## config.mk

```make
export PLATFORM = sky130hd
export DESIGN_NAME = coalescing_priority_update_scheduler
export DESIGN_NICKNAME = d
export VERILOG_FILES = /design/src/sv/cpus_pkg.sv /design/src/sv/cpus_ram.sv /design/src/sv/coalescing_priority_update_scheduler.sv
export SDC_FILE = /design/constraint.sdc
export NUM_CORES = 2
export LEC_CHECK = 0
export ABC_CLOCK_PERIOD_IN_PS = 9100
export BUFFER_PORTS_ARGS = -buffer_cell sky130_fd_sc_hd__buf_2
export CORE_MARGIN = 3
export CORE_UTILIZATION = 55
export CTS_BUF_LIST = sky130_fd_sc_hd__clkbuf_4 sky130_fd_sc_hd__clkbuf_8 sky130_fd_sc_hd__clkbuf_16
export CTS_CLUSTER_DIAMETER = 60
export DETAILED_ROUTE_END_ITERATION = 8
export PLACE_DENSITY_LB_ADDON = 0.15
export SYNTH_ARGS = -nofsm -noshare
export SYNTH_HDL_FRONTEND = slang
export SYNTH_HIERARCHICAL = 1
export SYNTH_SLANG_ARGS = --single-unit
```

## constraint.sdc

```tcl
create_clock -name clk -period 9.1 [get_ports clk]
set_input_delay 0.455 -clock clk [delete_from_list [all_inputs] [get_ports clk]]
set_output_delay 0.455 -clock clk [all_outputs]
set_load 0.01 [all_outputs]
```

## src/sv/cpus_pkg.sv

```systemverilog
`default_nettype none
package cpus_pkg;

    // Table geometry and field widths.
    localparam int TABLE_DEPTH = 16;
    localparam int KEY_BITS    = 16;
    localparam int TIME_BITS   = 32;
    localparam int STAMP_BITS  = 32;
    localparam int IDX_W       = $clog2(TABLE_DEPTH);
    localparam int CNT_W       = $clog2(TABLE_DEPTH + 1);
    localparam int ADDR_W      = 4;

    // Command codes.
    localparam logic [3:0] CMD_SCHEDULE   = 4'd0;
    localparam logic [3:0] CMD_CANCEL_ID  = 4'd1;
    localparam logic [3:0] CMD_CANCEL_KEY = 4'd2;
    localparam logic [3:0] CMD_CANCEL_ALL = 4'd3;
    localparam logic [3:0] CMD_TICK       = 4'd4;
    localparam logic [3:0] CMD_RUN        = 4'd5;
    localparam logic [3:0] CMD_BATCH      = 4'd6;
    localparam logic [3:0] CMD_FLUSH      = 4'd7;
    localparam logic [3:0] CMD_COUNT_PEND = 4'd8;
    localparam logic [3:0] CMD_COUNT_DUE  = 4'd9;

    // Result kinds.
    localparam logic [1:0] KIND_ACK  = 2'd0;
    localparam logic [1:0] KIND_TASK = 2'd1;
    localparam logic [1:0] KIND_SUM  = 2'd2;

    // Priority codes.
    localparam logic [1:0] PRIO_LOW = 2'd2;
    localparam logic [1:0] PRIO_ALL = 2'd3;

    // Register indexes on the configuration port.
    localparam logic [1:0] REG_DEFERRED  = 2'd0;
    localparam logic [1:0] REG_DELAY     = 2'd1;
    localparam logic [1:0] REG_MAX_BATCH = 2'd2;

    // One table entry as stored in the memory.
    typedef struct packed {
        logic [KEY_BITS-1:0]   key;
        logic [1:0]            prio;
        logic [STAMP_BITS-1:0] stamp;
        logic [TIME_BITS-1:0]  due;
    } entry_t;

    localparam int ENTRY_W = $bits(entry_t);

endpackage
`default_nettype wire

```

## src/sv/cpus_ram.sv

```systemverilog
`default_nettype none
module cpus_ram #(
    parameter int WIDTH = 8,
    parameter int DEPTH = 16
) (
    input  wire logic                     clk,
    input  wire logic                     we,
    input  wire logic [$clog2(DEPTH)-1:0] waddr,
    input  wire logic [WIDTH-1:0]         wdata,
    input  wire logic [$clog2(DEPTH)-1:0] raddr,
    output logic      [WIDTH-1:0]         rdata
);

    logic [WIDTH-1:0] mem [DEPTH];

    // One write port and one registered read port.
    always_ff @(posedge clk)
    begin
        if (we)
        begin
            mem[waddr] <= wdata;
        end
        rdata <= mem[raddr];
    end

endmodule
`default_nettype wire

```

## src/sv/coalescing_priority_update_scheduler.sv

```systemverilog
// Coalescing priority update scheduler. Requests enter on in_valid/in_ready one at a time and
// each defined command gives its results on out_valid/out_ready, the final one marked by last.
// Task payloads live in a single-port-read memory, so every walk reads the table one entry at a
// time. Schedule, cancel by id and cancel all answer without a walk; cancel by key and the two
// count queries walk the table once. Tick, run, flush and batch first coalesce, with one walk
// per live row, then walk once per dispatched task plus, unless a batch reaches its limit, one
// walk that finds nothing left. A stalled output holds the sequencer. Configuration registers
// sit at byte addresses 0, 4 and 8; the user must write them only while no request is in
// flight, and the block itself does not enforce this.
`default_nettype none
module coalescing_priority_update_scheduler
    import cpus_pkg::*;
(
    input  wire logic              clk,
    input  wire logic              rst_n,
    input  wire logic              psel,
    input  wire logic              penable,
    input  wire logic              pwrite,
    input  wire logic [ADDR_W-1:0] paddr,
    input  wire logic [31:0]       pwdata,
    output logic      [31:0]       prdata,
    output logic                   pready,
    input  wire logic              in_valid,
    output logic                   in_ready,
    input  wire logic [3:0]        command,
    input  wire logic [15:0]       key,
    input  wire logic [1:0]        priority_req,
    input  wire logic [5:0]        task_id,
    input  wire logic [31:0]       now_ms,
    output logic                   out_valid,
    input  wire logic              out_ready,
    output logic      [1:0]        kind,
    output logic      [15:0]       out_key,
    output logic      [5:0]        out_task_id,
    output logic      [6:0]        count,
    output logic                   full_error,
    output logic                   last
);

    localparam logic [3:0] S_IDLE   = 4'd0;
    localparam logic [3:0] S_EXEC   = 4'd1;
    localparam logic [3:0] S_CO_RD  = 4'd2;
    localparam logic [3:0] S_CO_REF = 4'd3;
    localparam logic [3:0] S_SCAN   = 4'd4;
    localparam logic [3:0] S_PICKED = 4'd5;
    localparam logic [3:0] S_SUM    = 4'd6;
    localparam logic [3:0] S_ACK    = 4'd7;

    localparam logic [2:0] M_COAL  = 3'd0;
    localparam logic [2:0] M_PICK  = 3'd1;
    localparam logic [2:0] M_CKEY  = 3'd2;
    localparam logic [2:0] M_CPEND = 3'd3;
    localparam logic [2:0] M_CDUE  = 3'd4;

    localparam logic [CNT_W-1:0] CNT_END  = CNT_W'(TABLE_DEPTH);
    localparam logic [IDX_W-1:0] IDX_LAST = IDX_W'(TABLE_DEPTH - 1);

    logic [3:0]             state_reg, state_next;
    logic [2:0]             mode_reg, mode_next;
    logic [3:0]             cmd_reg, cmd_next;
    logic [KEY_BITS-1:0]    key_reg, key_next;
    logic [1:0]             prio_reg, prio_next;
    logic [5:0]             id_reg, id_next;
    logic [TIME_BITS-1:0]   now_reg, now_next;
    logic [TABLE_DEPTH-1:0] valid_reg, valid_next;
    logic                   def_en_reg, def_en_next;
    logic [15:0]            delay_reg, delay_next;
    logic [6:0]             max_batch_reg, max_batch_next;
    logic [STAMP_BITS-1:0]  stamp_reg, stamp_next;
    logic [TIME_BITS-1:0]   time_reg, time_next;
    logic [IDX_W-1:0]       ci_reg, ci_next;
    logic [CNT_W-1:0]       cnt_reg, cnt_next;
    logic [IDX_W-1:0]       j_reg, j_next;
    logic [KEY_BITS-1:0]    ref_key_reg, ref_key_next;
    logic [STAMP_BITS-1:0]  ref_age_reg, ref_age_next;
    logic                   kill_reg, kill_next;
    logic [CNT_W-1:0]       acc_reg, acc_next;
    logic                   best_found_reg, best_found_next;
    logic [IDX_W-1:0]       best_idx_reg, best_idx_next;
    logic [1:0]             best_prio_reg, best_prio_next;
    logic [STAMP_BITS-1:0]  best_age_reg, best_age_next;
    logic [KEY_BITS-1:0]    best_key_reg, best_key_next;
    logic                   ov_reg, ov_next;
    logic [1:0]             kind_reg, kind_next;
    logic [15:0]            okey_reg, okey_next;
    logic [5:0]             oid_reg, oid_next;
    logic [6:0]             ocnt_reg, ocnt_next;
    logic                   ofull_reg, ofull_next;
    logic                   olast_reg, olast_next;

    logic                   ram_we;
    logic [IDX_W-1:0]       ram_waddr, ram_raddr;
    entry_t                 ram_wdata, ram_rdata;

    logic                   emit_ok;
    logic                   free_found;
    logic [IDX_W-1:0]       free_idx;
    logic                   jv;
    logic [STAMP_BITS-1:0]  age_j;
    logic [TIME_BITS-1:0]   time_sel;
    logic                   due_j;
    logic                   better;
    logic                   coal_hit;
    logic [6:0]             limit;
    logic                   cfg_wr;

    cpus_ram #(
        .WIDTH(ENTRY_W),
        .DEPTH(TABLE_DEPTH)
    ) u_ram (
        .clk  (clk),
        .we   (ram_we),
        .waddr(ram_waddr),
        .wdata(ram_wdata),
        .raddr(ram_raddr),
        .rdata(ram_rdata)
    );

    // Configuration port.
    assign pready = 1'b1;
    assign cfg_wr = psel && penable && pwrite;

    always_comb
    begin
        unique case (paddr[3:2])
            REG_DEFERRED:  prdata = {31'd0, def_en_reg};
            REG_DELAY:     prdata = {16'd0, delay_reg};
            REG_MAX_BATCH: prdata = {25'd0, max_batch_reg};
            default:       prdata = 32'd0;
        endcase
    end

    // Handshake outputs.
    assign in_ready    = (state_reg == S_IDLE);
    assign out_valid   = ov_reg;
    assign kind        = kind_reg;
    assign out_key     = okey_reg;
    assign out_task_id = oid_reg;
    assign count       = ocnt_reg;
    assign full_error  = ofull_reg;
    assign last        = olast_reg;
    assign emit_ok     = !ov_reg || out_ready;

    // Lowest free slot for a new task.
    always_comb
    begin
        free_found = 1'b0;
        free_idx   = '0;
        for (int i = TABLE_DEPTH - 1; i >= 0; i--)
        begin
            if (!valid_reg[i])
            begin
                free_found = 1'b1;
                free_idx   = IDX_W'(i);
            end
        end
    end

    // Per-entry tests while walking the table.
    assign jv       = valid_reg[j_reg];
    assign age_j    = stamp_reg - ram_rdata.stamp;
    assign time_sel = (mode_reg == M_CDUE) ? now_reg : time_reg;
    assign due_j    = (cmd_reg == CMD_FLUSH) || !def_en_reg || (ram_rdata.due <= time_sel);
    assign better   = !best_found_reg
                      || ((cmd_reg != CMD_BATCH) && (ram_rdata.prio < best_prio_reg))
                      || (((cmd_reg == CMD_BATCH) || (ram_rdata.prio == best_prio_reg))
                          && (age_j > best_age_reg));
    assign coal_hit = jv && (j_reg != ci_reg) && (ram_rdata.key == ref_key_reg)
                      && (age_j < ref_age_reg);
    assign limit    = (max_batch_reg == 7'd0) ? 7'd1 : max_batch_reg;

    // Read address: the coalescing row or the walk position.
    always_comb
    begin
        if (state_reg == S_CO_RD)
        begin
            ram_raddr = ci_reg;
        end
        else if (cnt_reg == CNT_END)
        begin
            ram_raddr = '0;
        end
        else
        begin
            ram_raddr = cnt_reg[IDX_W-1:0];
        end
    end

    // Sequencer.
    always_comb
    begin
        state_next      = state_reg;
        mode_next       = mode_reg;
        cmd_next        = cmd_reg;
        key_next        = key_reg;
        prio_next       = prio_reg;
        id_next         = id_reg;
        now_next        = now_reg;
        valid_next      = valid_reg;
        def_en_next     = def_en_reg;
        delay_next      = delay_reg;
        max_batch_next  = max_batch_reg;
        stamp_next      = stamp_reg;
        time_next       = time_reg;
        ci_next         = ci_reg;
        cnt_next        = cnt_reg;
        j_next          = j_reg;
        ref_key_next    = ref_key_reg;
        ref_age_next    = ref_age_reg;
        kill_next       = kill_reg;
        acc_next        = acc_reg;
        best_found_next = best_found_reg;
        best_idx_next   = best_idx_reg;
        best_prio_next  = best_prio_reg;
        best_age_next   = best_age_reg;
        best_key_next   = best_key_reg;
        ov_next         = ov_reg && !out_ready;
        kind_next       = kind_reg;
        okey_next       = okey_reg;
        oid_next        = oid_reg;
        ocnt_next       = ocnt_reg;
        ofull_next      = ofull_reg;
        olast_next      = olast_reg;
        ram_we          = 1'b0;
        ram_waddr       = free_idx;
        ram_wdata.key   = key_reg;
        ram_wdata.prio  = (prio_reg == PRIO_ALL) ? PRIO_LOW : prio_reg;
        ram_wdata.stamp = stamp_reg;
        ram_wdata.due   = def_en_reg ? (time_reg + TIME_BITS'(delay_reg)) : '0;

        // Configuration writes.
        if (cfg_wr)
        begin
            unique case (paddr[3:2])
                REG_DEFERRED:  def_en_next    = pwdata[0];
                REG_DELAY:     delay_next     = pwdata[15:0];
                REG_MAX_BATCH: max_batch_next = pwdata[6:0];
                default:       ;
            endcase
        end

        unique case (state_reg)
            S_IDLE:
            begin
                if (in_valid)
                begin
                    cmd_next   = command;
                    key_next   = KEY_BITS'(key);
                    prio_next  = priority_req;
                    id_next    = task_id;
                    now_next   = TIME_BITS'(now_ms);
                    state_next = S_EXEC;
                end
            end

            S_EXEC:
            begin
                unique case (cmd_reg) inside
                    CMD_SCHEDULE:
                    begin
                        if (emit_ok)
                        begin
                            ov_next    = 1'b1;
                            kind_next  = KIND_ACK;
                            okey_next  = '0;
                            ocnt_next  = '0;
                            olast_next = 1'b1;
                            ofull_next = !free_found;
                            oid_next   = free_found ? 6'(free_idx) : 6'd0;
                            if (free_found)
                            begin
                                ram_we               = 1'b1;
                                valid_next[free_idx] = 1'b1;
                                stamp_next           = stamp_reg + 1'b1;
                            end
                            state_next = S_IDLE;
                        end
                    end
                    CMD_CANCEL_ID:
                    begin
                        if (emit_ok)
                        begin
                            if (id_reg < 6'(TABLE_DEPTH))
                            begin
                                valid_next[id_reg[IDX_W-1:0]] = 1'b0;
                            end
                            ov_next    = 1'b1;
                            kind_next  = KIND_ACK;
                            okey_next  = '0;
                            oid_next   = id_reg;
                            ocnt_next  = '0;
                            ofull_next = 1'b0;
                            olast_next = 1'b1;
                            state_next = S_IDLE;
                        end
                    end
                    CMD_CANCEL_KEY:
                    begin
                        mode_next  = M_CKEY;
                        cnt_next   = '0;
                        state_next = S_SCAN;
                    end
                    CMD_CANCEL_ALL:
                    begin
                        if (emit_ok)
                        begin
                            valid_next = '0;
                            ov_next    = 1'b1;
                            kind_next  = KIND_ACK;
                            okey_next  = '0;
                            oid_next   = '0;
                            ocnt_next  = '0;
                            ofull_next = 1'b0;
                            olast_next = 1'b1;
                            state_next = S_IDLE;
                        end
                    end
                    CMD_TICK, CMD_RUN, CMD_BATCH, CMD_FLUSH:
                    begin
                        if (cmd_reg == CMD_TICK)
                        begin
                            time_next = now_reg;
                        end
                        acc_next   = '0;
                        ci_next    = '0;
                        state_next = S_CO_RD;
                    end
                    CMD_COUNT_PEND, CMD_COUNT_DUE:
                    begin
                        acc_next   = '0;
                        cnt_next   = '0;
                        mode_next  = (cmd_reg == CMD_COUNT_PEND) ? M_CPEND : M_CDUE;
                        state_next = S_SCAN;
                    end
                    default:
                    begin
                        state_next = S_IDLE;
                    end
                endcase
            end

            // Coalescing: load one live row, then compare it against the table.
            S_CO_RD:
            begin
                if (valid_reg[ci_reg])
                begin
                    state_next = S_CO_REF;
                end
                else if (ci_reg == IDX_LAST)
                begin
                    mode_next       = M_PICK;
                    cnt_next        = '0;
                    best_found_next = 1'b0;
                    state_next      = S_SCAN;
                end
                else
                begin
                    ci_next = ci_reg + 1'b1;
                end
            end

            S_CO_REF:
            begin
                ref_key_next = ram_rdata.key;
                ref_age_next = stamp_reg - ram_rdata.stamp;
                kill_next    = 1'b0;
                cnt_next     = '0;
                mode_next    = M_COAL;
                state_next   = S_SCAN;
            end

            // Table walk: the read issued last cycle is examined now.
            S_SCAN:
            begin
                if (cnt_reg != CNT_END)
                begin
                    cnt_next = cnt_reg + 1'b1;
                    j_next   = cnt_reg[IDX_W-1:0];
                end
                if (cnt_reg != '0)
                begin
                    case (mode_reg)
                        M_COAL:
                        begin
                            kill_next = kill_reg || coal_hit;
                        end
                        M_PICK:
                        begin
                            if (jv && due_j && better)
                            begin
                                best_found_next = 1'b1;
                                best_idx_next   = j_reg;
                                best_prio_next  = ram_rdata.prio;
                                best_age_next   = age_j;
                                best_key_next   = ram_rdata.key;
                            end
                        end
                        M_CKEY:
                        begin
                            if (jv && (ram_rdata.key == key_reg))
                            begin
                                valid_next[j_reg] = 1'b0;
                            end
                        end
                        M_CPEND:
                        begin
                            if (jv && ((prio_reg == PRIO_ALL) || (ram_rdata.prio == prio_reg)))
                            begin
                                acc_next = acc_reg + 1'b1;
                            end
                        end
                        default:
                        begin
                            if (jv && due_j)
                            begin
                                acc_next = acc_reg + 1'b1;
                            end
                        end
                    endcase

                    // Walk finished: act on what it found.
                    if (cnt_reg == CNT_END)
                    begin
                        case (mode_reg)
                            M_COAL:
                            begin
                                if (kill_reg || coal_hit)
                                begin
                                    valid_next[ci_reg] = 1'b0;
                                end
                                if (ci_reg == IDX_LAST)
                                begin
                                    mode_next       = M_PICK;
                                    cnt_next        = '0;
                                    best_found_next = 1'b0;
                                end
                                else
                                begin
                                    ci_next    = ci_reg + 1'b1;
                                    state_next = S_CO_RD;
                                end
                            end
                            M_PICK:  state_next = S_PICKED;
                            M_CKEY:  state_next = S_ACK;
                            default: state_next = S_SUM;
                        endcase
                    end
                end
            end

            // Dispatch the chosen task, then look for the next one.
            S_PICKED:
            begin
                if (!best_found_reg)
                begin
                    state_next = S_SUM;
                end
                else if (emit_ok)
                begin
                    ov_next                   = 1'b1;
                    kind_next                 = KIND_TASK;
                    okey_next                 = 16'(best_key_reg);
                    oid_next                  = 6'(best_idx_reg);
                    ocnt_next                 = '0;
                    ofull_next                = 1'b0;
                    olast_next                = 1'b0;
                    valid_next[best_idx_reg]  = 1'b0;
                    acc_next                  = acc_reg + 1'b1;
                    if ((cmd_reg == CMD_BATCH) && ((7'(acc_reg) + 7'd1) >= limit))
                    begin
                        state_next = S_SUM;
                    end
                    else
                    begin
                        mode_next       = M_PICK;
                        cnt_next        = '0;
                        best_found_next = 1'b0;
                        state_next      = S_SCAN;
                    end
                end
            end

            S_SUM:
            begin
                if (emit_ok)
                begin
                    ov_next    = 1'b1;
                    kind_next  = KIND_SUM;
                    okey_next  = '0;
                    oid_next   = '0;
                    ocnt_next  = 7'(acc_reg);
                    ofull_next = 1'b0;
                    olast_next = 1'b1;
                    state_next = S_IDLE;
                end
            end

            S_ACK:
            begin
                if (emit_ok)
                begin
                    ov_next    = 1'b1;
                    kind_next  = KIND_ACK;
                    okey_next  = '0;
                    oid_next   = '0;
                    ocnt_next  = '0;
                    ofull_next = 1'b0;
                    olast_next = 1'b1;
                    state_next = S_IDLE;
                end
            end

            default:
            begin
                state_next = S_IDLE;
            end
        endcase
    end

    // Control state.
    always_ff @(posedge clk or negedge rst_n)
    begin
        if (!rst_n)
        begin
            state_reg     <= S_IDLE;
            valid_reg     <= '0;
            def_en_reg    <= 1'b1;
            delay_reg     <= 16'd16;
            max_batch_reg <= 7'd16;
            stamp_reg     <= '0;
            time_reg      <= '0;
            ov_reg        <= 1'b0;
        end
        else
        begin
            state_reg     <= state_next;
            valid_reg     <= valid_next;
            def_en_reg    <= def_en_next;
            delay_reg     <= delay_next;
            max_batch_reg <= max_batch_next;
            stamp_reg     <= stamp_next;
            time_reg      <= time_next;
            ov_reg        <= ov_next;
        end
    end

    // Payload and working registers.
    always_ff @(posedge clk)
    begin
        mode_reg       <= mode_next;
        cmd_reg        <= cmd_next;
        key_reg        <= key_next;
        prio_reg       <= prio_next;
        id_reg         <= id_next;
        now_reg        <= now_next;
        ci_reg         <= ci_next;
        cnt_reg        <= cnt_next;
        j_reg          <= j_next;
        ref_key_reg    <= ref_key_next;
        ref_age_reg    <= ref_age_next;
        kill_reg       <= kill_next;
        acc_reg        <= acc_next;
        best_found_reg <= best_found_next;
        best_idx_reg   <= best_idx_next;
        best_prio_reg  <= best_prio_next;
        best_age_reg   <= best_age_next;
        best_key_reg   <= best_key_next;
        kind_reg       <= kind_next;
        okey_reg       <= okey_next;
        oid_reg        <= oid_next;
        ocnt_reg       <= ocnt_next;
        ofull_reg      <= ofull_next;
        olast_reg      <= olast_next;
    end

endmodule
`default_nettype wire

```

==> results.md <==
- Status: finished clean
- Initial antenna violation count: 1
- Synth warnings: 6
- Slew @ Worst Pin: 1.319 ns
- DR WL/cell: 26.10 um
- Ports: 171
- LEAKAGE: 0.02800 uW
- Layout fillers: 9011
- Max Freq: 148.7 MHz
- Yosys top cell area share: 0.6459
- Hold crit path type: input port to flip-flop
- DR iter-0 viols: 3760
- Startpoint Class: flip-flop
- Vias in the first global route: 37810
- Number of flip-flops in the largest register: 1312
- Post-synthesis sequential area ratio: 0.7074
- Die Height: 365.6 um
- Pwr dens: 253.5 nW/um2
- RSZ-0062 raised after global routing: false
- Post-CTS Resized: 0
- Final ANT Viol Nets: 0
- Later-pin clock latency in the skew report: 0.80 ns
- Worst vdd ir: 0.1555 mV
- Synth area leader: edfxtp_1
- Commonest non-fill, non-tap cell in the layout: edfxtp_1
- Most used DFF post-synth: edfxtp_1
- Via count: 37820
- DRC: 0
- Worst setup EP type: flip-flop
- Layout cells sized above 1: 0.2179
- CTS buffer count: 173
- Total power draw: 20370 uW
- Post-CTS Setup Inserts: 0
- H-tree levels: 4
- Reg with most FFs: u_ram/mem
- Synth Area in Compound Gates: 0.05576
- Syn-to-layout area delta: 12.94%
- Slew headroom: 0.1185
- Grt ovf: 0
- Port Buffers: 135
- Clk_skew: 0.02936 ns
- Clk pin slew, worst setup/hold paths: 0.06 ns
- Largest family of logic cells by synthesized area: multiplexers
- Slew Limit Fails: 0
- Number of synthesized flops with an enable pin: 1530
- Root buf cell: clkbuf_16
- Synth Area in Adders: 0.02853
- Commonest cells after routing, fill and taps aside: edfxtp_1, mux4_2, nand2_1
- CTS tree: built
- Clock Path Buffers: 3
- Hold Vio Cnt, Final: 0
- Layout Nets: 4578
- Arrival time worst endpoint: 7.16 ns
- Core box area: 128000 um2
- Fin crit period: 6.726 ns
- Clock Sinks: 1721
- Die footprint: 133700 um2
- Tot GR Track Use: 0.2450
- Post-synthesis async set-or-reset flop share: 0.06334
- Post-DP HPWL: 91800 um
- Syn_area_per_cell: 17.62 um2
- Mux cell area share after synthesis: 0.1213
- Max_cap viols: 0
- Total Wirelength: 161500 um
- Worst-path fanout max: 54
- Die X-Extent: 365.6 um
- XOR/XNOR Fraction of Synth Area: 0.01428
- Hold_buf cts: 77
- Mapped Area: 71130 um2
- Initial DRT Pass Iterations: 8
- Final setup vio count: 0
- Synthesized instance count: 4036
- First-pass GRT wire length: 241500 um
- #FFs+latches synth: 1721
- TNS Setup: 0 ns
- Rows: 131
- Number of vias per cell: 6.111
- Post-layout util: 0.6276
- Worst EP required: 9.54 ns
- Diode count: 0
- Distinct cells, synth: 90
- Tcrit/Tclk final: 0.7391
- Largest net degree at the start of global routing: 154
- Largest regs: u_ram/mem x1312, u_ram/rdata x82
- Simple-gate share of the synthesized area: 0.05092
- Starting Density: 0.5557
- Final Wtd Congestion: 0.8796
- Crit Path Class: flip-flop to flip-flop
- Ranking of synthesized cells by area: edfxtp_1, mux4_2, dfrtp_1
-- kinds of logic after synthesis --
family / Yosys count
AO/OA/AOI/OAI: 569
XOR/XNOR: 116
adder cells (fa/ha/maj): 161
buffers and inverters: 336
flip-flops: 1721
multiplexers: 432
other: 2
AND/OR/NAND/NOR: 699
-- cell type report --
| class | instances | area [um2] | area share |
|---|---|---|---|
| Tap cell | 1729 | 2163 | 0.02693 |
| Inverter | 142 | 533.0 | 0.006634 |
| Clock inverter | 74 | 686.9 | 0.008550 |
| Timing Repair Buffer | 281 | 2046 | 0.02546 |
| Sequential cell | 1721 | 50320 | 0.6263 |
| Multi-Input combinational cell | 1995 | 19520 | 0.2430 |
| Clock buffer | 247 | 5072 | 0.06314 |
-- worst max-delay path, cell delays in order, from the launching register on --
cell and delay [ns]:
dfrtp_1 0.57, inv_1 0.20, ha_1 0.19, inv_1 0.06
fa_1 0.40, a21oi_1 0.24, o21ai_1 0.22, a221o_1 0.43
o21ai_1 0.34, o211ai_1 0.15, a21oi_1 0.30, or4b_1 0.17
o2111ai_1 0.27, ha_1 0.40, nand4_1 0.11, nor4_1 0.08
and3_1 0.19, and3_1 0.18, a221oi_1 0.27, o21ai_0 0.14
a2111oi_0 0.71, buf_4 0.26, nor3_2 0.05, buf_4 0.38
-- final timing paths --
check,start,end,slack [ns],cells after the start
setup reg to reg,stamp_reg[0]$_DFFE_PN0P_,best_age_reg[26]$_DFFE_PP_,2.37,23
setup / recovery,stamp_reg[0]$_DFFE_PN0P_,best_age_reg[26]$_DFFE_PP_,2.37,23
max in group asynchronous,rst_n,delay_reg[12]$_DFFE_PN0P_,7.59,3
hold reg to reg,u_ram/rdata[64]$_DFF_P_,best_prio_reg[0]$_DFFE_PP_,0.49,0
min in group asynchronous,rst_n,state_reg[0]$_DFFE_PN0P_,0.23,2
hold / removal,paddr[2],def_en_reg$_DFFE_PN1P_,0.1,3
-- report_power, final --
part | switching (uW) | internal, uW
Sequential | 419 | 9240
Combinational | 2170 | 1470
Clock | 2940 | 4130
-- stage by stage --
stage / setup slack, ns / hold slack [ns] / area (um2) / instances
after floorplan: 0.7870 / 0.1594 / 71190 / 4052
after global placement: 2.421 / 0.4483 / 73810 / 5791
after detailed placement: 2.352 / 0.4655 / 73810 / 5791
after CTS: 2.337 / 0.03065 / 80340 / 6189
after global routing: 1.612 / 0.08486 / 80340 / 6189
final: 2.374 / 0.09512 / 80340 / 6189
-- cells in the mapped netlist, drive strengths merged (6+ instances only) --
library cell and n:
o211ai 9, a211o 10, o21ai 92, a21boi 11, xor2 56, and4 6
o21a 16, and3 48, a22oi 170, mux2i 33, or3 13, nor4 14
a22o 10, buf 93, ha 159, o22ai 8, a31oi 19, nor2b 24
nor2 127, o31ai 13, nand2 201, dfrtp 106, clkbuf 101, nor3b 10
mux4 338, o2111ai 17, inv 142, edfxtp 1530, o311ai 6, xnor2 60
nand3 81, a41o 7, and2 42, a41oi 12, a21o 46, nand4 36
nand2b 31, a21oi 88, nor3 40, dfxtp 82, mux2 61
-- metal layers --
| metal | up-vias | track usage | wire (um) |
|---|---|---|---|
| li1 | 16660 | - | - |
| met3 | 236 | 0.04125 | 10140 |
| met4 | 0 | 0.06982 | 3866 |
| met1 | 19650 | 0.3529 | 69960 |
| met5 | - | 0 | 0 |
| met2 | 1274 | 0.3913 | 77580 |
No activity file was read; power rests on OpenSTA's default activity.
